## config.mk

```make
export PLATFORM = sky130hd
export DESIGN_NAME = sync_word_packet_deframer_top
export DESIGN_NICKNAME = d
export VERILOG_FILES = /design/src/swpd_pkg.sv /design/src/swpd_skid.sv /design/src/swpd_core.sv /design/src/sync_word_packet_deframer_top.sv
export SDC_FILE = /design/constraint.sdc
export NUM_CORES = 1
export LEC_CHECK = 0
export ABC_AREA = 1
export BUFFER_PORTS_ARGS = -buffer_cell sky130_fd_sc_hd__buf_4
export CORE_ASPECT_RATIO = 0.75
export CORE_UTILIZATION = 45
export DETAILED_ROUTE_END_ITERATION = 7
export GPL_ROUTABILITY_DRIVEN = 0
export HOLD_SLACK_MARGIN = 0.05
export MAX_ROUTING_LAYER = met4
export PLACE_DENSITY_LB_ADDON = 0.2
export SLEW_MARGIN = 20
export SYNTH_ARGS = -nofsm -noshare
export SYNTH_HDL_FRONTEND = slang
export SYNTH_SLANG_ARGS = --single-unit
```

## constraint.sdc

```tcl
create_clock -name i_clk -period 2.8 [get_ports i_clk]
set_input_delay 0.28 -clock i_clk [delete_from_list [all_inputs] [get_ports i_clk]]
set_output_delay 0.28 -clock i_clk [all_outputs]
set_load 0.01 [all_outputs]
```

## src/swpd_pkg.sv

```systemverilog
// Shared types and constants for the sync-word packet deframer.
// No dependencies; used by every module of the block.
package swpd_pkg;

    // Total frame length in bytes, sync word included.
    localparam int FRAME_BYTES = 32;
    localparam int PAYLOAD_LEN = FRAME_BYTES - 4;
    localparam logic [6:0] LAST_INDEX = 7'(PAYLOAD_LEN - 1);

    localparam logic [31:0] SYNC_WORD_RESET   = 32'h5F43_4D44;
    localparam logic [15:0] LINK_RELOAD_RESET = 16'd400;

    // Configuration register indexes.
    localparam logic CFG_SYNC_WORD   = 1'b0;
    localparam logic CFG_LINK_RELOAD = 1'b1;

    // Input beat kinds (tuser).
    localparam logic REQ_BYTE = 1'b0;
    localparam logic REQ_TICK = 1'b1;

    typedef struct packed {
        logic        payload_valid;
        logic [7:0]  payload_byte;
        logic [6:0]  byte_index;
        logic        frame_end;
        logic        in_sync;
        logic [15:0] link_timer;
    } t_result;

endpackage

```

## src/swpd_skid.sv

```systemverilog
// Two-entry output buffer: result register plus skid register.
// Depends on swpd_pkg (t_result).
module swpd_skid (
    input  logic              i_clk,
    input  logic              i_rst_n,
    input  logic              i_in_valid,
    input  swpd_pkg::t_result i_in_data,
    output logic              o_in_ready,
    output logic              o_out_valid,
    input  logic              i_out_ready,
    output swpd_pkg::t_result o_out_data
);

    logic              r_out_vld, n_out_vld;
    logic              r_skid_vld, n_skid_vld;
    swpd_pkg::t_result r_out, n_out;
    swpd_pkg::t_result r_skid, n_skid;
    logic              load;

    assign o_in_ready  = !r_skid_vld;
    assign load        = i_in_valid && !r_skid_vld;
    assign o_out_valid = r_out_vld;
    assign o_out_data  = r_out;

    always_comb begin
        n_out_vld  = r_out_vld;
        n_skid_vld = r_skid_vld;
        n_out      = r_out;
        n_skid     = r_skid;
        if (!r_out_vld || i_out_ready) begin
            if (r_skid_vld) begin
                n_out      = r_skid;
                n_out_vld  = 1'b1;
                n_skid_vld = 1'b0;
            end else begin
                n_out     = i_in_data;
                n_out_vld = load;
            end
        end else if (load) begin
            n_skid     = i_in_data;
            n_skid_vld = 1'b1;
        end
    end

    always_ff @(posedge i_clk) begin
        if (!i_rst_n) begin
            r_out_vld  <= 1'b0;
            r_skid_vld <= 1'b0;
        end else begin
            r_out_vld  <= n_out_vld;
            r_skid_vld <= n_skid_vld;
        end
    end

    always_ff @(posedge i_clk) begin
        r_out  <= n_out;
        r_skid <= n_skid;
    end

endmodule

```

## src/swpd_core.sv

```systemverilog
// Sync hunt, payload counter, link timer and configuration registers.
// Depends on swpd_pkg (constants, t_result).
module swpd_core (
    input  logic              i_clk,
    input  logic              i_rst_n,
    input  logic              i_cfg_we,
    input  logic              i_cfg_addr,
    input  logic [31:0]       i_cfg_wdata,
    input  logic              i_accept,
    input  logic              i_req_type,
    input  logic [7:0]        i_byte_value,
    output swpd_pkg::t_result o_result
);

    logic [31:0] r_sync_word;
    logic [15:0] r_link_reload;

    logic        r_synced, n_synced;
    logic [1:0]  r_match, n_match;
    logic [6:0]  r_pcount, n_pcount;
    logic        r_frame_seen, n_frame_seen;
    logic [15:0] r_alive, n_alive;

    logic [7:0]  exp_byte;
    logic [7:0]  first_byte;
    logic [7:0]  pcount_inc;

    assign first_byte = r_sync_word[31:24];
    assign pcount_inc = {1'b0, r_pcount} + 8'd1;

    always_comb begin
        case (r_match)
            2'd0:    exp_byte = r_sync_word[31:24];
            2'd1:    exp_byte = r_sync_word[23:16];
            2'd2:    exp_byte = r_sync_word[15:8];
            default: exp_byte = r_sync_word[7:0];
        endcase
    end

    always_comb begin
        n_synced     = r_synced;
        n_match      = r_match;
        n_pcount     = r_pcount;
        n_frame_seen = r_frame_seen;
        n_alive      = r_alive;
        o_result     = '0;

        if (i_req_type == swpd_pkg::REQ_TICK) begin
            if (r_frame_seen) begin
                n_alive = r_link_reload;
            end else if (r_alive != 16'd0) begin
                n_alive = r_alive - 16'd1;
            end
            n_frame_seen = 1'b0;
        end else if (r_synced) begin
            o_result.payload_valid = 1'b1;
            o_result.payload_byte  = i_byte_value;
            o_result.byte_index    = r_pcount;
            n_pcount               = pcount_inc[6:0];
            if (pcount_inc >= 8'(swpd_pkg::PAYLOAD_LEN)) begin
                o_result.frame_end = 1'b1;
                n_synced           = 1'b0;
                n_pcount           = '0;
                n_match            = '0;
                n_frame_seen       = 1'b1;
            end
        end else begin
            if (i_byte_value == exp_byte) begin
                // Last sync byte: lock and start the payload count.
                if (r_match == 2'd3) begin
                    n_synced = 1'b1;
                    n_match  = '0;
                    n_pcount = '0;
                end else begin
                    n_match = r_match + 2'd1;
                end
            end else if (i_byte_value == first_byte) begin
                n_match = 2'd1;
            end else begin
                n_match  = '0;
                n_pcount = '0;
            end
        end

        o_result.in_sync    = n_synced;
        o_result.link_timer = n_alive;
    end

    always_ff @(posedge i_clk) begin
        if (!i_rst_n) begin
            r_sync_word   <= swpd_pkg::SYNC_WORD_RESET;
            r_link_reload <= swpd_pkg::LINK_RELOAD_RESET;
        end else if (i_cfg_we) begin
            case (i_cfg_addr)
                swpd_pkg::CFG_SYNC_WORD:   r_sync_word   <= i_cfg_wdata;
                swpd_pkg::CFG_LINK_RELOAD: r_link_reload <= i_cfg_wdata[15:0];
                default:                   r_sync_word   <= r_sync_word;
            endcase
        end
    end

    always_ff @(posedge i_clk) begin
        if (!i_rst_n) begin
            r_synced     <= 1'b0;
            r_match      <= '0;
            r_pcount     <= '0;
            r_frame_seen <= 1'b0;
            r_alive      <= '0;
        end else if (i_accept) begin
            r_synced     <= n_synced;
            r_match      <= n_match;
            r_pcount     <= n_pcount;
            r_frame_seen <= n_frame_seen;
            r_alive      <= n_alive;
        end
    end

endmodule

```

## src/sync_word_packet_deframer_top.sv

```systemverilog
// Top level of the sync-word packet deframer.
// Depends on swpd_pkg, swpd_core and swpd_skid.
// Usage:
//   Input stream (s_axis_*): each beat is either a received byte
//   (tuser = 0, byte in tdata) or a poll tick for the link timer
//   (tuser = 1, tdata ignored).
//   Output stream (m_axis_*): exactly one beat per input beat, in order.
//   tuser flags a payload byte, tlast marks the last payload byte of a
//   frame, tdata carries the byte, its index, the sync state and the
//   link-alive timer after that input beat.
//   Config port: write sync word (index 0) or link reload (index 1) with
//   i_cfg_we; take effect on the next beat. Write only while idle.
// Timing:
//   Each taken beat's result is registered in the result register, or in
//   the skid register while the receiver stalls. Throughput is one beat per
//   cycle while the receiver does not stall; all deframer state updates
//   happen in the cycle a beat is taken. While the receiver stalls, one more
//   beat is taken, then s_axis_tready drops until the result register drains.
// Reset: i_rst_n low (synchronous) restores the sync word "_CMD" and the
//   reload value 400, clears hunt, frame and timer state, empties the buffer.
module sync_word_packet_deframer_top (
    input  logic        i_clk,
    input  logic        i_rst_n,
    // Configuration
    input  logic        i_cfg_we,
    input  logic        i_cfg_addr,
    input  logic [31:0] i_cfg_wdata,
    // Input stream
    input  logic        s_axis_tvalid,
    output logic        s_axis_tready,
    input  logic [7:0]  s_axis_tdata,   // [7:0] byte_value
    input  logic        s_axis_tuser,   // [0] req_type
    // Output stream
    output logic        m_axis_tvalid,
    input  logic        m_axis_tready,
    output logic [31:0] m_axis_tdata,   // [7:0] payload_byte, [14:8] byte_index,
                                        // [15] in_sync, [31:16] link_timer
    output logic        m_axis_tuser,   // [0] payload_valid
    output logic        m_axis_tlast    // frame_end
);

    logic              accept;
    swpd_pkg::t_result result;
    swpd_pkg::t_result out_data;

    // Advance the deframer state only on an accepted beat.
    assign accept = s_axis_tvalid && s_axis_tready;

    swpd_core u_core (
        .i_clk        (i_clk),
        .i_rst_n      (i_rst_n),
        .i_cfg_we     (i_cfg_we),
        .i_cfg_addr   (i_cfg_addr),
        .i_cfg_wdata  (i_cfg_wdata),
        .i_accept     (accept),
        .i_req_type   (s_axis_tuser),
        .i_byte_value (s_axis_tdata),
        .o_result     (result)
    );

    // Hold results here while the receiver stalls.
    swpd_skid u_skid (
        .i_clk       (i_clk),
        .i_rst_n     (i_rst_n),
        .i_in_valid  (s_axis_tvalid),
        .i_in_data   (result),
        .o_in_ready  (s_axis_tready),
        .o_out_valid (m_axis_tvalid),
        .i_out_ready (m_axis_tready),
        .o_out_data  (out_data)
    );

    assign m_axis_tdata = {out_data.link_timer, out_data.in_sync,
                           out_data.byte_index, out_data.payload_byte};
    assign m_axis_tuser = out_data.payload_valid;
    assign m_axis_tlast = out_data.frame_end;

endmodule

```

==> results of run 1 <==
flip-flops by register name, indices dropped and copies added, names as in the netlist:
name,flops
u_skid.o_out_valid,1
u_core.r_synced,1
u_core.r_alive,16
u_skid.r_skid_vld,1
u_core.r_sync_word,32
u_skid.r_skid,34
u_core.r_match,2
u_skid.o_out_data,34
u_core.r_link_reload,16
u_core.r_frame_seen,1
u_core.r_pcount,7
Yosys cell counts (2+ instances only):
cell type  number
xor2_1         13
o21ai_0        59
nor2_4          2
dfxtp_1        77
nand3_1        54
nand2_2         7
clkinv_1        2
or2_1           5
buf_6           3
inv_2           2
o211ai_1        8
ha_1            7
edfxtp_1       68
nor2_2          2
buf_1           3
nor3_1          3
o21ai_1         4
a21oi_1        34
nand2_1       244
o22ai_1         6
inv_1          76
nor2_1        126
nand4_1         7
xnor2_1         5
buf_4           2
clkbuf_1       29
nand3_2         2
a31oi_1         5
buf_2           2
layout by cell type, fill, tap and decap left out, types with 5 or more instances in the layout:
cell and n:
nand2_1 244, nor2_1 124, buf_4 91, dfxtp_1 77, inv_1 76, edfxtp_1 68
o21ai_0 59, nand3_1 54, a21oi_1 34, clkbuf_16 17, xor2_1 13, o211ai_1 8
nand2_2 7, nand4_1 7, ha_1 7, o22ai_1 6, or2_1 5, a31oi_1 5
xnor2_1 5
worst max-delay path by stage:
stage                                                 end  slack (ns)                            start  depth (start not counted)
final                     u_core.r_pcount[4]$_SDFFE_PN0P_        0.38   u_core.r_match[0]$_SDFFE_PN0P_                         13
after global placement    u_skid.o_out_data[16]$_DFFE_PP_        0.48   u_core.r_match[0]$_SDFFE_PN0P_                         13
after floorplan                u_skid.r_skid[0]$_DFFE_PP_        0.40  u_skid.o_out_valid$_SDFFE_PN0P_                          4
after CTS                 u_core.r_pcount[4]$_SDFFE_PN0P_        0.42   u_core.r_match[0]$_SDFFE_PN0P_                         13
after global routing      u_core.r_pcount[3]$_SDFFE_PN0P_        0.12   u_core.r_match[0]$_SDFFE_PN0P_                         14
after detailed placement  u_core.r_pcount[4]$_SDFFE_PN0P_        0.45   u_core.r_match[0]$_SDFFE_PN0P_                         13
cells by family (layout without fill, tap and decap cells):
group / count (synthesis) / after routing
compound gates: 121 / 121
buf+inv: 119 / 203
fa+ha+maj: 7 / 7
xor+xnor: 18 / 18
flops: 145 / 145
simple gates: 458 / 458
cell type report:
cell class              count  area (µm²)
clock buffers              18         429
clock inverters            14         108
fillers                  1373        6520
inverters                  80         300
multi-input cells         604        2820
flip-flops and latches    145        3580
well taps                 200         250
repair buffers             91         683
worst max-delay path: cells and delay by family, from the launching register on:
family | cells | cell delay [ns]
AND/OR/NAND/NOR | 11 | 1.29
adder cells (fa/ha/maj) | 1 | 0.44
flip-flops | 1 | 0.37
buffers and inverters | 1 | 0.21
per-layer routing:
layer  track usage, %  up-vias
met5                -        -
met4             6.24        0
met3             6.32       11
li1                 -     2961
met2             31.2      209
met1             33.9     2571
stage by stage:
stage	std cells	worst slack [ns]	total power, mW	area, µm²	util [%]
final	1152	0.381	5.27	8170	55.6
after global routing	1152	0.119	5.50	8170	55.6
after CTS	1152	0.421	5.30	8170	55.6
after detailed placement	1120	0.445	3.24	7630	52.0
after global placement	1120	0.484	3.24	7630	52.0
after floorplan	868	0.402	2.96	6880	-
where the power goes:
group	total, mW	internal (mW)	switching [mW]
Sequential	2.46	2.38	0.0842
Combinational	0.746	0.294	0.451
Clock	2.06	1.14	0.921
==> impl_metrics.csv, run 1 <==
group,metric,value,unit
route,avgRoutedWirePerCell,14.4,µm
yosys,synth_area,6870,µm²
outcome,status,"complete, no violations",
sta,finalSetupViolations,0,
cells_and_area,n_antenna_cell,0,
yosys,synth_edf_count,68,
route,route.met2.wl,6610,µm
global_routing,grt-ovfl-total,0,
cts,htreeDepth,4,
cts,ctsResizeCount,0,
yosys,synthArstFlopShare,0,%
setup_path,worst_setup_path_end_kind,"flip-flop",
floorplanning,die-height,109,µm
route,drcViolationCount,0,
cts,clk_path_buf_depth,2,
route,drtPass1Iterations,7,
setup_path,required,3.12,ns
floorplanning,ios,83,
cells_and_area,drive_above_1_share,14.9,%
yosys,synthXorXnorAreaFrac,2.29,%
placement,dp_hpwl,11400,µm
setup_path,rr_worst_depth,13,
route,met3_length,1340,µm
global_routing,grt_util_all_layers,23.2,%
route,top_layer,"met4",
power,ir_worst_vdd,441,µV
cts,cts_tree,"built",
setup_path,reg2reg_slack,0.38,ns
setup_path,slowest_stage,"ha_1",
yosys,synth.area.top_cells,"edfxtp_1 (30%), dfxtp_1 (22%), nand2_1 (13%)",
yosys,yosysTopAreaCell,"edfxtp_1",
setup_path,r2r_end,"u_core.r_pcount[4]$_SDFFE_PN0P_",
yosys,syn_nets,922,
setup_path,critPathLaunchType,"flip-flop",
floorplanning,core_region_area,14700,µm²
setup_path,crit_type,"reg -> reg",
cts,cts_made_buffers,17,
yosys,synthSimpleGateAreaFrac,27.7,%
cts,clk_pin_slew,0.06,ns
yosys,yosysSeqAreaShare,52.1,%
job,cap_violations,0,
route,via_per_inst,4.99,
floorplanning,initial_core_util,46.8,%
cts,cts_num_sinks,145,
floorplanning,die_x,145,µm
setup_path,cp_max_fo,14,
min_path,holdPathStages,3,
route,drt_iter0_markers,352,
floorplanning,dieArea,15800,µm²
setup_path,crit_chain,"ha_1 > inv_2 > or2_1 > nand2_1 > nand2_1 > nand2_2 > nand2_2 > nor2_4 > nand2_2 > nand3_2 > nand3_2 > nor2_1 > nor2_1",
cts,cts_root_buffer,"clkbuf_16",
cts,cts_hold_buf,0,
yosys,syn-mean-instance-area,7.92,µm²
sta,rsz0062_at_grt,"no",
cts,insertion_delay,0.42,ns
sta,maxSlewHeadroom,51.6,%
setup_path,r2r_start,"u_core.r_match[0]$_SDFFE_PN0P_",
yosys,synth_top_area_share,29.7,%
yosys,yosys.area_share.adder,1.27,%
yosys,synth_top_family_by_area,"simple AND/OR/NAND/NOR gates",
floorplanning,placementRows,38,
sta,tns,0,ns
route,final_antenna_net_count,0,
sta,min_period,2.42,ns
global_routing,grt_pass1_wl,26800,µm
yosys,synth.distinct_cells,40,
setup_path,worst_ep_arrival_time,2.74,ns
sta,finalMaxSlewViolations,0,
power,p_leak,3.81,nW
route,vias,5752,
cells_and_area,nets,993,
sta,fin_skew,0.00751,ns
cts,post_cts_buffers,0,
yosys,synthCells,868,
min_path,min-delay-start,"i_cfg_wdata[27]",
route,wl_met1,8500,µm
sta,max_freq,413,MHz
setup_path,worst_path_largest_cell_delay,0.44,ns
route,wirelength,16600,µm
power,power_density,645,nW/µm²
sta,finalCritPeriodShare,86.4,%
sta,tightest_slew,0.725,ns
cells_and_area,syn_to_final_growth,18.9,%
min_path,hold_end,"u_core.r_sync_word[27]$_SDFFE_PN1P_",
sta,hold_viol,0,
yosys,synth_seq_cells,145,
global_routing,antenna_found_initial,0,
yosys,synth_compound_area_share,9.58,%
yosys,yosys_warnings,0,
global_routing,grt_pass1_vias,5307,
setup_path,crit_top_cell,"nand2_2",
placement,portBuffers,82,
yosys,synthFlopType,"dfxtp_1",
sta,whs,0.0662,ns
min_path,worstHoldPathType,"in -> reg",
yosys,muxShareOfSynthArea,0,%
global_routing,grt_max_degree,60,
No activity file was read; power rests on OpenSTA's default activity.
==> run 2, diff against run 1 <==
CORE_UTILIZATION = 53   (was 45)
==> run 2 against run 1 <==
Against the previous run: fmax is 2.1% lower; die area is 15% lower; total power is 5.2% higher; routed wire length is 1.5% lower; register-to-register slack worse by 0.05 ns; first-iteration DRC count is 56% higher; worst hold slack better by 0.0049 ns; setup slack worse by 0.051 ns; flip-flop and latch count stayed put; critical path depth is 1 higher; critical path type unchanged.
==> impl_metrics.csv, run 2 (synthesis results as in run 1) <==
group,metric,value,unit
setup_path,critPathLaunchType,"flip-flop",
sta,tightest_slew,0.748,ns
setup_path,crit_top_cell,"nand2_1",
setup_path,cp_max_fo,14,
sta,maxSlewHeadroom,50.1,%
min_path,holdPathStages,3,
sta,tns,0,ns
cts,ctsResizeCount,0,
setup_path,worst_ep_arrival_time,2.83,ns
min_path,hold_end,"u_core.r_sync_word[17]$_SDFFE_PN1P_",
sta,rsz0062_at_grt,"no",
cts,clk_path_buf_depth,2,
route,final_antenna_net_count,0,
setup_path,slowest_stage,"ha_1",
route,vias,5923,
cts,cts_num_sinks,145,
global_routing,grt_pass1_wl,26200,µm
global_routing,grt_util_all_layers,26.0,%
outcome,status,"complete, no violations",
floorplanning,dieArea,13400,µm²
setup_path,crit_chain,"ha_1 > inv_2 > or2_1 > nand2_1 > nand2_1 > nand2_2 > nand2_2 > nor2_4 > nand2_2 > nand3_2 > nand3_2 > nand2_1 > nand2_1 > nor2_1",
cts,cts_tree,"built",
route,drtPass1Iterations,5,
sta,finalMaxSlewViolations,0,
route,wirelength,16300,µm
setup_path,rr_worst_depth,14,
sta,max_freq,405,MHz
sta,hold_viol,0,
cts,cts_made_buffers,17,
cells_and_area,finalNonFillerCells,1119,
min_path,worstHoldPathType,"in -> reg",
cells_and_area,drive_above_1_share,15.0,%
power,ir_worst_vdd,476,µV
global_routing,grt_max_degree,60,
floorplanning,die_x,133,µm
route,via_per_inst,5.29,
sta,min_period,2.47,ns
route,drcViolationCount,0,
sta,fin_skew,0.00740,ns
cts,cts_root_buffer,"clkbuf_16",
cells_and_area,final_cell_mix,"nand2_1 (244), nor2_1 (124), buf_4 (92)",
cells_and_area,layout_commonest_cell,"nand2_1",
setup_path,r2r_end,"u_core.r_pcount[1]$_SDFFE_PN0P_",
floorplanning,placementRows,35,
cells_and_area,final_util,65.7,%
cts,htreeDepth,4,
min_path,min-delay-start,"i_cfg_wdata[17]",
setup_path,cp-startpoint,"u_core.r_match[0]$_SDFFE_PN0P_",
global_routing,antenna_found_initial,0,
global_routing,grt.busiest_layer,"met1",
setup_path,required,3.16,ns
cts,post_cts_buffers,0,
placement,dp.cells,1087,
setup_path,worst_setup_path_end_kind,"flip-flop",
cells_and_area,n_antenna_cell,0,
route,avgRoutedWirePerCell,14.6,µm
global_routing,grt_use_met2,36.4,%
cts,cts_hold_buf,0,
placement,placed_area,7600,µm²
setup_path,worst_path_largest_cell_delay,0.45,ns
floorplanning,die-height,101,µm
cts,clk_pin_slew,0.06,ns
global_routing,grt-ovfl-total,0,
cells_and_area,nets,994,
global_routing,met1_usage,38.5,%
setup_path,crit_type,"reg -> reg",
sta,worst_slack,0.330,ns
placement,dp_hpwl,11100,µm
placement,portBuffers,82,
floorplanning,initial_core_util,55.1,%
power,power_density,676,nW/µm²
sta,finalSetupViolations,0,
floorplanning,ios,83,
route,drt_iter0_markers,549,
job,cap_violations,0,
floorplanning,core_region_area,12500,µm²
setup_path,reg2reg_slack,0.33,ns
global_routing,grt_pass1_vias,5149,
placement,pre_cts_ws,0.444,ns
cts,insertion_delay,0.42,ns
power,p_leak,3.86,nW
sta,whs,0.0711,ns
setup_path,r2r_start,"u_core.r_match[0]$_SDFFE_PN0P_",
global_routing,grtUsageMet3,4.63,%
cells_and_area,fin_area,8200,µm²
power,finalPower,5.54,mW
sta,finalCritPeriodShare,88.2,%
cells_and_area,syn_to_final_growth,19.4,%
run 2: changes by cell type in the layout (fill, tap and decap cells not counted), sizes merged:
| cell | change |
|---|---|
| bufinv | +3 |
| clkinvlp | -2 |
| buf | +1 |
| clkinv | -1 |
run 2: where the power goes:
part	total (mW)	switching [mW]	leakage (nW)	internal, mW
clock network	2.33	0.917	0.293	1.42
logic	0.749	0.453	2.22	0.295
registers	2.46	0.0839	1.34	2.38
run 2: critical path: cells and delay by family, from the launching register on:
| kind | cells | cell delay (ns) |
|---|---|---|
| adder cells (fa/ha/maj) | 1 | 0.45 |
| flip-flops | 1 | 0.37 |
| AND/OR/NAND/NOR | 12 | 1.34 |
| buffers and inverters | 1 | 0.21 |
run 2: cell type report:
type,count,area (µm²)
Inverter,80,300
Tap cell,166,208
Timing Repair Buffer,92,691
Clock inverter,14,178
Multi-Input combinational cell,604,2820
Sequential cell,145,3580
Clock buffer,18,429
Fill cell,1068,4280
run 2: worst max path at each step:
stage / endpoint / slack, ns / cells after the start
3_5_place_dp: u_core.r_pcount[2]$_SDFFE_PN0P_ / 0.44 / 14
2_1_floorplan: u_skid.r_skid[0]$_DFFE_PP_ / 0.40 / 4
6_report: u_core.r_pcount[1]$_SDFFE_PN0P_ / 0.33 / 14
5_1_grt: u_core.r_pcount[0]$_SDFFE_PN0P_ / 0.11 / 14
3_3_place_gp: u_skid.o_out_data[16]$_DFFE_PP_ / 0.50 / 13
4_1_cts: u_core.r_pcount[1]$_SDFFE_PN0P_ / 0.38 / 14
run 2: routing by layer:
| metal | part of all wire, % | vias to the layer above |
|---|---|---|
| met3 | 6.0 | 21 |
| met4 | 1.2 | 0 |
| met5 | 0 | - |
| li1 | - | 2971 |
| met2 | 42 | 197 |
| met1 | 51 | 2734 |
